## src/design/ftbc_pkg.sv

```systemverilog
package ftbc_pkg;

  localparam int unsigned TABLE_ENTRIES = 4096;
  localparam int unsigned IDX_W = (TABLE_ENTRIES > 1) ? $clog2(TABLE_ENTRIES) : 1;
  localparam logic [31:0] IDX_MASK = 32'(TABLE_ENTRIES - 1);
  localparam logic [IDX_W-1:0] LAST_IDX = IDX_W'(TABLE_ENTRIES - 1);

  localparam logic [2:0] TOP_MAX = 3'd7;
  localparam logic [2:0] TOP_RST = 3'd3;
  localparam logic [1:0] PAIR_MAX = 2'd3;
  localparam logic [1:0] LOW_RST_EVEN = 2'd2;
  localparam logic [1:0] LOW_RST_ODD = 2'd1;
  localparam logic [1:0] HIGH_RST_EVEN = 2'd1;
  localparam logic [1:0] HIGH_RST_ODD = 2'd2;

  localparam logic OP_LOOKUP = 1'b0;
  localparam logic OP_UPDATE = 1'b1;

  typedef struct packed {
    logic load;
    logic clr_wr;
    logic upd_wr;
    logic res_ld;
  } cmd_t;

  typedef struct packed {
    logic clr_last;
    logic op_upd;
    logic out_full;
  } sts_t;

endpackage

```

## src/design/ftbc_ctrl.sv

```systemverilog
module ftbc_ctrl (
  input  logic          clk,
  input  logic          rst_n,
  input  logic          in_valid,
  output logic          in_stall,
  input  ftbc_pkg::sts_t sts,
  output ftbc_pkg::cmd_t cmd
);
  import ftbc_pkg::*;

  typedef enum logic [3:0] {
    ST_CLEAR = 4'b0001,
    ST_IDLE  = 4'b0010,
    ST_READ  = 4'b0100,
    ST_EXEC  = 4'b1000
  } state_t;

  state_t state_r, state_nxt;

  always_ff @(posedge clk) begin
    if (!rst_n) begin
      state_r <= ST_CLEAR;
    end else begin
      state_r <= state_nxt;
    end
  end

  always_comb begin
    state_nxt = state_r;
    cmd = '0;
    unique case (state_r)
      ST_CLEAR: begin
        cmd.clr_wr = 1'b1;
        if (sts.clr_last) begin
          state_nxt = ST_IDLE;
        end
      end
      ST_IDLE: begin
        if (in_valid) begin
          cmd.load = 1'b1;
          state_nxt = ST_READ;
        end
      end
      ST_READ: begin
        state_nxt = ST_EXEC;
      end
      ST_EXEC: begin
        if (sts.op_upd) begin
          cmd.upd_wr = 1'b1;
          state_nxt = ST_IDLE;
        end else if (!sts.out_full) begin
          cmd.res_ld = 1'b1;
          state_nxt = ST_IDLE;
        end
      end
      default: begin
        state_nxt = ST_CLEAR;
      end
    endcase
  end

  assign in_stall = (state_r != ST_IDLE);

endmodule

```

## config.mk

```make
export PLATFORM = sky130hd
export DESIGN_NAME = ftbc_ctrl
export DESIGN_NICKNAME = d
export VERILOG_FILES = /design/src/design/ftbc_pkg.sv /design/src/design/ftbc_ctrl.sv
export SDC_FILE = /design/constraint.sdc
export NUM_CORES = 1
export LEC_CHECK = 0
export ABC_AREA = 1
export BUFFER_PORTS_ARGS = -buffer_cell sky130_fd_sc_hd__buf_2
export CAP_MARGIN = 0
export CORE_AREA = 2 2 39 41
export CTS_CLUSTER_DIAMETER = 50
export DETAILED_ROUTE_END_ITERATION = 7
export DIE_AREA = 0 0 41 43
export PLACE_DENSITY = 0.38
export SETUP_SLACK_MARGIN = 0.4
export SYNTH_ARGS = -nofsm -noshare
export SYNTH_HDL_FRONTEND = slang
export SYNTH_SLANG_ARGS = --single-unit
```

## constraint.sdc

```tcl
create_clock -name clk -period 2.4 [get_ports clk]
set_input_delay 0 -clock clk [delete_from_list [all_inputs] [get_ports clk]]
set_output_delay 0 -clock clk [all_outputs]
set_load 0.02 [all_outputs]
```

After elaboration in Yosys (flattened, before gate mapping)
Index checks and enable logic that the tools add are counted.
Word-level totals
  register bits: 4
  logic and storage cells: 22
Operators by class
  eq/ne operators: 8
  muxes and demuxes: 12
  reduce and logical (&&, ||, !) cells: 1
Operators with widths (number)
  $mux 4: 4
  $pmux 4 s4: 1
  $mux 1: 6
  $eq 4x1->1 const B: 1
  $eq 4x2->1 const B: 1
  $eq 4x3->1 const B: 1
  $eq 4x4->1 const B: 1
  $ne 2x2->1 const B: 2
  $ne 4x2->1 const B: 1
  $ne 3x3->1 const B: 1
  $reduce_and 3->1: 1
  $mux 2: 1

Depth between registers and ports, before layout
Gate-level depths: netlist of run 1.
  word-level depth: 3
  gate-level depth with buffers: 7
  mapped depth without buffers: 7

Worst setup path before layout of run 1
OpenSTA, ideal clock, no wires.
  path kind: reg-to-output
  from: reg state_r[3]
  to: out cmd[3] (netlist bit)
  data arrival time: 1006 ps
  data required time: 2400 ps
  slack: 1394 ps
  stages on the path, launching flop included: 4
  path buffers: 0
  path through: dfxtp_1 > nor2_2 > nand3_2 > nor2_1
RTL lines
  start: declaration: RTL line ftbc_ctrl.sv:18  | state_t state_r, state_nxt;
  start signal: assignment: RTL line ftbc_ctrl.sv:24  | state_r <= state_nxt;
  end: declaration: RTL line ftbc_ctrl.sv:7  | output ftbc_pkg::cmd_t cmd

==> results of run 1 <==
-- per-stage QoR --
stage          hold slack, ps  util [%]  setup slack, ps  total power [mW]
5_1_grt                  73.4      25.9             1180             0.261
6_report                 53.5      25.9             1230             0.240
4_1_cts                  51.4      25.9             1210             0.246
2_1_floorplan            51.0         -             1390             0.137
3_5_place_dp              221      23.5             1430             0.158
3_3_place_gp              215      23.5             1420             0.159
-- critical path: cells and delay by family (launching register included) --
family        cells  cell delay (ps)
buf+inv           1              160
flops             1              320
simple gates      3              460
-- logic make-up after synthesis --
kind of cell           synth area share [%]
AOI/OAI and AO/OA                      1.96
buffers and inverters                  13.2
DFF                                    31.4
and+or+nand+nor                        53.4
-- worst max path at each step --
| stage | from | to | slack (ps) | cells after the start |
|---|---|---|---|---|
| finish | state_r[3] | cmd[3] | 1230 | 4 |
| global route | state_r[2] | cmd[3] | 1180 | 4 |
| CTS | state_r[3] | cmd[3] | 1210 | 4 |
| detailed placement | state_r[3] | state_r[1] | 1430 | 6 |
| global placement | state_r[2] | state_r[1] | 1420 | 6 |
| floorplan | state_r[3] | cmd[3] | 1390 | 3 |
-- final cells by class --
type	count	area [µm²]	area share, %
Timing Repair Buffer	11	60.1	16.8
Multi-Input combinational cell	23	141	39.5
Tap cell	16	20.0	5.59
Inverter	9	33.8	9.44
Clock buffer	3	22.5	6.29
Sequential cell	4	80.1	22.4
-- power breakdown --
| group | internal (mW) | switching (mW) | leakage, nW |
|---|---|---|---|
| logic | 0.0274 | 0.0475 | 0.140 |
| clock network | 0.0558 | 0.0253 | 0.0138 |
| registers | 0.0748 | 0.00900 | 0.0328 |
-- layout by cell type, fill, tap and decap left out --
master and instances:
dfxtp_1 4, clkbuf_4 3, buf_2 10, nand3_1 2
nand3_2 3, inv_1 7, a21oi_1 1, nand2_2 1
dlygate4sd3_1 1, nor2_2 4, nor2_1 4, nand2_1 3
inv_2 2, nor3_2 2, nand4_1 3
-- layer usage --
metal | global-route usage [%] | vias up
met4 | 12.0 | 0
met5 | 0 | -
met2 | 10.6 | 9
met3 | 3.14 | 2
met1 | 7.74 | 118
li1 | - | 142
==> impl_metrics.tcl, run 1 <==
set metrics [dict create \
    status "complete, no violations" \
    dpl_cell_area_um2 325 \
    yosys.cell_count.top_type "inv_1" \
    synthTopCellsByArea "dfxtp_1, nand3_2, inv_1, nor2_2, nor3_2" \
    largest_register_ffs 4 \
    cp-end-kind "output port" \
    clkSinkCount 4 \
    synth_top_area_share_pct 31.4 \
    wl_met3_um 37 \
    crit_path_start_kind "flip-flop" \
    worstPathRequired_ps 2400 \
    place_congestion 0.711 \
    tightest_slew_ps 202 \
    core_area_mm2 0.00138 \
    cp_slowest_cell "dfxtp_1" \
    powerDensity_mw_per_mm2 670 \
    highest_layer "met4" \
    die_h_um 43 \
    async_flop_share_pct 0 \
    yosysTopAreaCell "dfxtp_1" \
    syn_area_per_cell_um2 7.09 \
    hold_buffers 1 \
    finalNonFillerCells 66 \
    rows 14 \
    top_regs "state_r x4" \
    post_cts_resized 0 \
    synth.cells.most_frequent "inv_1, dfxtp_1, nor2_1, nor2_2" \
    r2r-end "state_r[1]" \
    remaining_drc_errors 0 \
    avgRoutedWirePerCell_um 9.02 \
    final_antenna_net_count 0 \
    syn-cell-area_um2 255 \
    numCtsBuffers 3 \
    top_level_ports 11 \
    crit_type "flip-flop to output port" \
    synth.net_count 42 \
    drtIter0Drc 4 \
    drv_slew 0 \
    die_area_mm2 0.00176 \
    reg2reg_slack_ps 1420 \
    rsz0062_at_grt "false" \
    cts_root_buf "clkbuf_4" \
    finalSetupViolCount 0 \
    holdCritStartpoint "in_valid" \
    vias 271 \
    yosysUniqueCellTypes 12 \
    htree_levels 1 \
    synth_edf_count 0 \
    numPortBuffers 10 \
    p_leak_nw 0.187 \
    die_w_um 41 \
    start_util_pct 18.4 \
    design_area_um2 358 \
    grt.overflow.total 0 \
    yosys_warnings 0 \
    wirelength_met1_um 262 \
    reg2reg_depth 6 \
    grt_start_max_net_pins 5 \
    min_period_ps 1170 \
    antenna_found_initial 0 \
    grt_pass1_vias 210 \
    fill_cells 158 \
    hold_viol 0 \
    cap_violations 0 \
    drive_above_1_share_pct 50.0 \
    timing.rr.start "state_r[3]" \
    ys_ff_latch 4 \
    grt_pass1_wl_um 841 \
    cts_setup_buffers 0 \
    peakVddDrop_uv 265 \
    wl_um 595 \
    cts_tree "yes" \
    fin_nets 58 \
    cp_max_fo 4 \
    dr.pass1.iters 3 \
    synthFlopType "dfxtp_1" \
    num_antenna_cells 0 \
    clk_path_buf_depth 2 \
    drt-vias-per-instance 4.11 \
    fin_skew_ps 2.47 \
    min-delay-path-class "primary input to flip-flop" \
    relSlewSlack_pct 86.5 \
    tns_ps 0 \
    path_clk_slew_ps 40 \
    wl_met2_um 278 \
    area_growth_pct 40.2 \
    max_freq_mhz 857 \
    dp.cells 62 \
    dp_hpwl_um 466 \
    max_stage_delay_ps 320 \
    grt.total_usage_pct 8.24 \
    crit_arrival_ps 1170 \
    netlist_instances 36 \
    synth-seq-area-share_pct 31.4 \
    min_to "state_r[2]" \
    regMostFlops "state_r" \
    crit_chain "nor2_2 -> nand3_2 -> nor2_1 -> buf_2" \
    clock_latency_ps 230 \
    period_share_pct 48.6 \
    hold_depth 3 \
]
(Power assumes the default switching activity.)
==> run 2, diff against run 1 <==
ABC_AREA = 0   (was 1)
PLACE_DENSITY = 0.37   (was 0.38)
clock period = 1.1 ns   (was 2.4 ns; I/O delays follow)
==> impl_metrics.tcl, run 2 <==
set metrics [dict create \
    crit_path_start_kind "flip-flop" \
    antenna_found_initial 0 \
    rsz0062_at_grt "true" \
    hold_viol 0 \
    clock_latency_ps 240 \
    grt_start_max_net_pins 8 \
    drv_slew 0 \
    crit_arrival_ps 1360 \
    cap_violations 0 \
    grt_pass1_vias 308 \
    period_share_pct 124 \
    timing.rr.start "state_r[1]" \
    netlist_instances 29 \
    synth_edf_count 0 \
    path_clk_slew_ps 40 \
    wl_um 708 \
    synth_top_area_share_pct 32.5 \
    fin_ws_ps -262 \
    regMostFlops "state_r" \
    relSlewSlack_pct 77.5 \
    drive_above_1_share_pct 65.3 \
    grt_pass1_wl_um 1170 \
    cp-end-kind "output port" \
    multi_input_area_um2 195 \
    clk_path_buf_depth 2 \
    synth.cells.most_frequent "dfxtp_1, inv_1, and3_1, nor2_1, o21ai_0" \
    place_congestion 0.742 \
    final_common_cell "buf_4" \
    top_level_ports 11 \
    synth_compound_area_share_pct 17.8 \
    die_w_um 41 \
    remaining_drc_errors 0 \
    min_period_ps 1360 \
    crit_chain "or4b_4 -> nor3_2 -> buf_4" \
    top_regs "state_r x4" \
    cts_root_buf "clkbuf_4" \
    drt-vias-per-instance 4.43 \
    start_util_pct 17.8 \
    synth-seq-area-share_pct 32.5 \
    synthTopCellsByArea "dfxtp_1, inv_1, or4b_4, and3_1, nor3b_2" \
    ys_ff_latch 4 \
    fill_cells 152 \
    largest_register_ffs 4 \
    cp_max_fo 3 \
    reg2reg_slack_ps -170 \
    reg2reg_depth 3 \
    yosys_warnings 0 \
    p_leak_nw 0.228 \
    numCtsBuffers 3 \
    grt.overflow.total 0 \
    dp_slack_ps -177 \
    yosys.area_share.simple_pct 40.1 \
    grt.total_usage_pct 10.2 \
    num_antenna_cells 0 \
    peakVddDrop_uv 720 \
    hold_depth 2 \
    cp_slowest_cell "or4b_4" \
    htree_levels 1 \
    rows 14 \
    async_flop_share_pct 0 \
    status "finished, violations left" \
    synthXorXnorAreaFrac_pct 3.55 \
    syn_area_per_cell_um2 8.50 \
    seqCellArea_um2 87.6 \
    path_buf_inv 1 \
    total_power_uw 450 \
    violations "setup timing" \
    drtIter0Drc 0 \
    max_freq_mhz 734 \
    holdCritStartpoint "rst_n" \
    fin_nets 57 \
    syn-cell-area_um2 246 \
    min-delay-path-class "primary input to flip-flop" \
    synth_top_family_by_area "simple AND/OR/NAND/NOR gates" \
    vias 288 \
    dpl_cell_area_um2 372 \
    cp_top_family "simple AND/OR/NAND/NOR gates" \
    dp_hpwl_um 520 \
    numPortBuffers 10 \
    powerDensity_mw_per_mm2 951 \
    avgRoutedWirePerCell_um 10.9 \
    fin_skew_ps 6.77 \
    die_area_mm2 0.00176 \
    synthFlopType "dfxtp_1" \
    dr.pass1.iters 1 \
    tightest_slew_ps 334 \
    core_area_mm2 0.00138 \
    cts_tree "yes" \
    synth-adder-area-share_pct 0 \
    yosysUniqueCellTypes 20 \
    mostFrequentLayoutCells "buf_4, buf_2, buf_6" \
    max_stage_delay_ps 550 \
    whs_ps 18.5 \
    die_h_um 43 \
    min_to "state_r[3]" \
    synthMuxAreaShare_pct 0 \
    worstPathRequired_ps 1100 \
    yosysTopAreaCell "dfxtp_1" \
    design_area_um2 473 \
    final_antenna_net_count 0 \
    clkSinkCount 4 \
    cp_num_cells 3 \
    synth.net_count 35 \
    r2r-end "state_r[1]" \
    finalSetupViolCount 7 \
    crit_type "flip-flop to output port" \
    area_growth_pct 91.9 \
]
run 2: worst max path at each step:
| stage | startpoint | endpoint | slack, ps |
|---|---|---|---|
| after floorplan | state_r[0] | state_r[1] | -140 |
| after detailed placement | state_r[0] | state_r[1] | -180 |
| after CTS | state_r[0] | cmd[0] | -290 |
| final | state_r[1] | cmd[0] | -260 |
| after global placement | state_r[0] | state_r[1] | -160 |
| after global routing | state_r[1] | cmd[0] | -320 |
run 2: cell type report:
| type | count | share of cell area, % |
|---|---|---|
| clock buffer | 3 | 4.76 |
| tap | 16 | 4.23 |
| timing repair buffer | 17 | 28.0 |
| multi-input combinational | 21 | 41.3 |
| sequential | 4 | 18.5 |
| inverter | 4 | 3.17 |
run 2: kinds of logic (layout without fill, tap and decap cells):
| family | after synthesis | count (layout) |
|---|---|---|
| AND/OR/NAND/NOR | 14 | 14 |
| AO/OA/AOI/OAI | 6 | 6 |
| XOR/XNOR | 1 | 1 |
| buffers and inverters | 4 | 24 |
| flip-flops | 4 | 4 |
run 2: stage by stage:
step                util (%)  setup TNS, ps  std cells
finish                  34.2          -1230         65
global route            34.2          -1630         65
CTS                     32.3          -1390         65
detailed placement      26.9           -500         61
global placement        26.9           -482         61
floorplan                  -           -442         29
run 2: timing repair:
action	4_1_cts	5_1_grt
hold buffers	1	0
gates cloned	0	0
buffers inserted	0	0
setup endpoints to repair	9	9
resized for setup	14	7
pin swaps	4	4
endpoints found under the hold margin	1	0
run 2: metal layers:
layer  track usage (%)  routed length (µm)
met1              12.2                 333
met2              13.4                 299
met3              9.42                  74
met4              2.00                   0
met5                 0                   0
run 2: report_power, final:
part           switching, mW  internal [mW]
clock                 0.0613          0.122
sequential           0.00382          0.152
combinational         0.0553         0.0550
==> run 3, diff against run 2 <==
--- a/constraint.sdc
+++ b/constraint.sdc
@@ -3,2 +3,2 @@
 set_output_delay 0 -clock clk [all_outputs]
-set_load 0.02 [all_outputs]
+set_load 0.05 [all_outputs]
==> impl_metrics.tcl, run 3 (synthesis gave the netlist of run 2 again) <==
set metrics [dict create \
    core_area_mm2 0.00138 \
    dp.cells 62 \
    drt-vias-per-instance 4.37 \
    powerDensity_mw_per_mm2 924 \
    numPortBuffers 10 \
    peakVddDrop_uv 491 \
    die_area_mm2 0.00176 \
    fin_ws_ps -335 \
    violations "setup timing" \
    grt_pass1_wl_um 1220 \
    fin_nets 59 \
    grt_pass1_vias 301 \
    remaining_drc_errors 0 \
    finalNonFillerCells 67 \
    hold_viol 0 \
    drv_slew 0 \
    dr.pass1.iters 3 \
    rows 14 \
    drive_above_1_share_pct 68.6 \
    die_w_um 41 \
    status "finished, violations left" \
    top_level_ports 11 \
    mostFrequentLayoutCells "buf_4, buf_2, buf_6" \
    p_sw_share_pct 28.2 \
    num_antenna_cells 0 \
    dpl_cell_area_um2 410 \
    grt_start_max_net_pins 7 \
    top_regs "state_r x4" \
    relSlewSlack_pct 74.4 \
    die_h_um 43 \
    crit_type "flip-flop to output port" \
    fin_skew_ps 4.24 \
    antenna_found_initial 0 \
    crit_arrival_ps 1430 \
    final_antenna_net_count 0 \
    cp-end-kind "output port" \
    p_int_uw 345 \
    clock_latency_ps 230 \
    whs_ps 14.1 \
    finalSetupViolCount 9 \
    max_freq_mhz 697 \
    crit_path_start_kind "flip-flop" \
    place_congestion 0.736 \
    period_share_pct 130 \
    start_util_pct 17.8 \
    drtIter0Drc 2 \
    power_frac_clock_pct 36.9 \
    regMostFlops "state_r" \
    seq_power_share_pct 33.8 \
    tightest_slew_ps 380 \
    clkSinkCount 4 \
    fin_util_pct 37.6 \
    wl_um 659 \
    cp_max_fo 3 \
    p_comb_share_pct 29.3 \
    p_leak_nw 0.243 \
    largest_register_ffs 4 \
    design_area_um2 520 \
    dp_hpwl_um 516 \
    cts_tree "yes" \
    p_sw_uw 135 \
    htree_levels 1 \
    clk_path_buf_depth 2 \
    numCtsBuffers 3 \
    path_clk_slew_ps 40 \
    avgRoutedWirePerCell_um 9.84 \
    vias 293 \
    grt.total_usage_pct 11.3 \
    worstPathRequired_ps 1100 \
    cts_root_buf "clkbuf_4" \
    rsz0062_at_grt "true" \
    min_period_ps 1430 \
    grt.overflow.total 0 \
    cap_violations 0 \
    final_common_cell "buf_4" \
    min-delay-path-class "primary input to flip-flop" \
    area_growth_pct 111 \
]
## run 3: cell types whose count changed in the layout (fill, tap and decap cells not counted), sizes merged
cell,change
buf,+2
## run 3: cell type report
type | count | area (µm²)
clock buffers | 3 | 22.5
fillers | 137 | 863
inverters | 4 | 17.5
multi-input cells | 21 | 206
flip-flops and latches | 4 | 87.6
well taps | 16 | 20.0
repair buffers | 19 | 166
## run 3: critical path, cell delays in order, from the launching register on
cell,delay (ps)
dfxtp_2,310
or4b_4,580
nor3_4,130
buf_6,170
## run 3: power groups by stage
| stage | logic [mW] | registers (mW) | clock network, mW |
|---|---|---|---|
| 2_1_floorplan | 0.0634 | 0.168 | 0 |
| 3_3_place_gp | 0.116 | 0.163 | 0 |
| 3_5_place_dp | 0.115 | 0.163 | 0 |
| 4_1_cts | 0.138 | 0.162 | 0.186 |
| 5_1_grt | 0.153 | 0.164 | 0.213 |
| 6_report | 0.141 | 0.162 | 0.177 |
## run 3: metrics by stage
stage / TNS [ps] / worst slack, ps / power (mW)
2_1_floorplan: -714 / -235 / 0.231
3_3_place_gp: -915 / -201 / 0.279
3_5_place_dp: -881 / -235 / 0.278
4_1_cts: -1800 / -341 / 0.486
5_1_grt: -2060 / -381 / 0.530
6_report: -1580 / -335 / 0.481
## run 3: layer usage
| metal | track usage [%] | share of wire (%) | routed length (µm) | up-vias |
|---|---|---|---|---|
| met5 | 0 | 0 | 0 | - |
| met4 | 6.00 | 0 | 0 | 0 |
| met3 | 9.42 | 6.5 | 43 | 0 |
| met2 | 14.7 | 53 | 349 | 7 |
| met1 | 12.3 | 40 | 266 | 134 |
| li1 | - | - | - | 152 |
## run 3: path summary, 6_finish.rpt
path                            startpoint    endpoint  slack (ps)  cells past startpoint
worst max-delay path            state_r[2]      cmd[0]        -330                      3
worst min-delay path                 rst_n  state_r[3]          10                      2
worst max register to register  state_r[2]  state_r[1]        -220                      3
worst min register to register  state_r[0]  state_r[1]         560                      2
## run 3: what timing repair did
item / CTS / global route
hold endpoints to repair: 1 / 0
gates resized for setup: 19 / 2
endpoints found under the setup margin: 9 / 9
pin swaps: 4 / 2
buffers inserted: 1 / 0
gates cloned: 0 / 0
hold buffers: 1 / 0
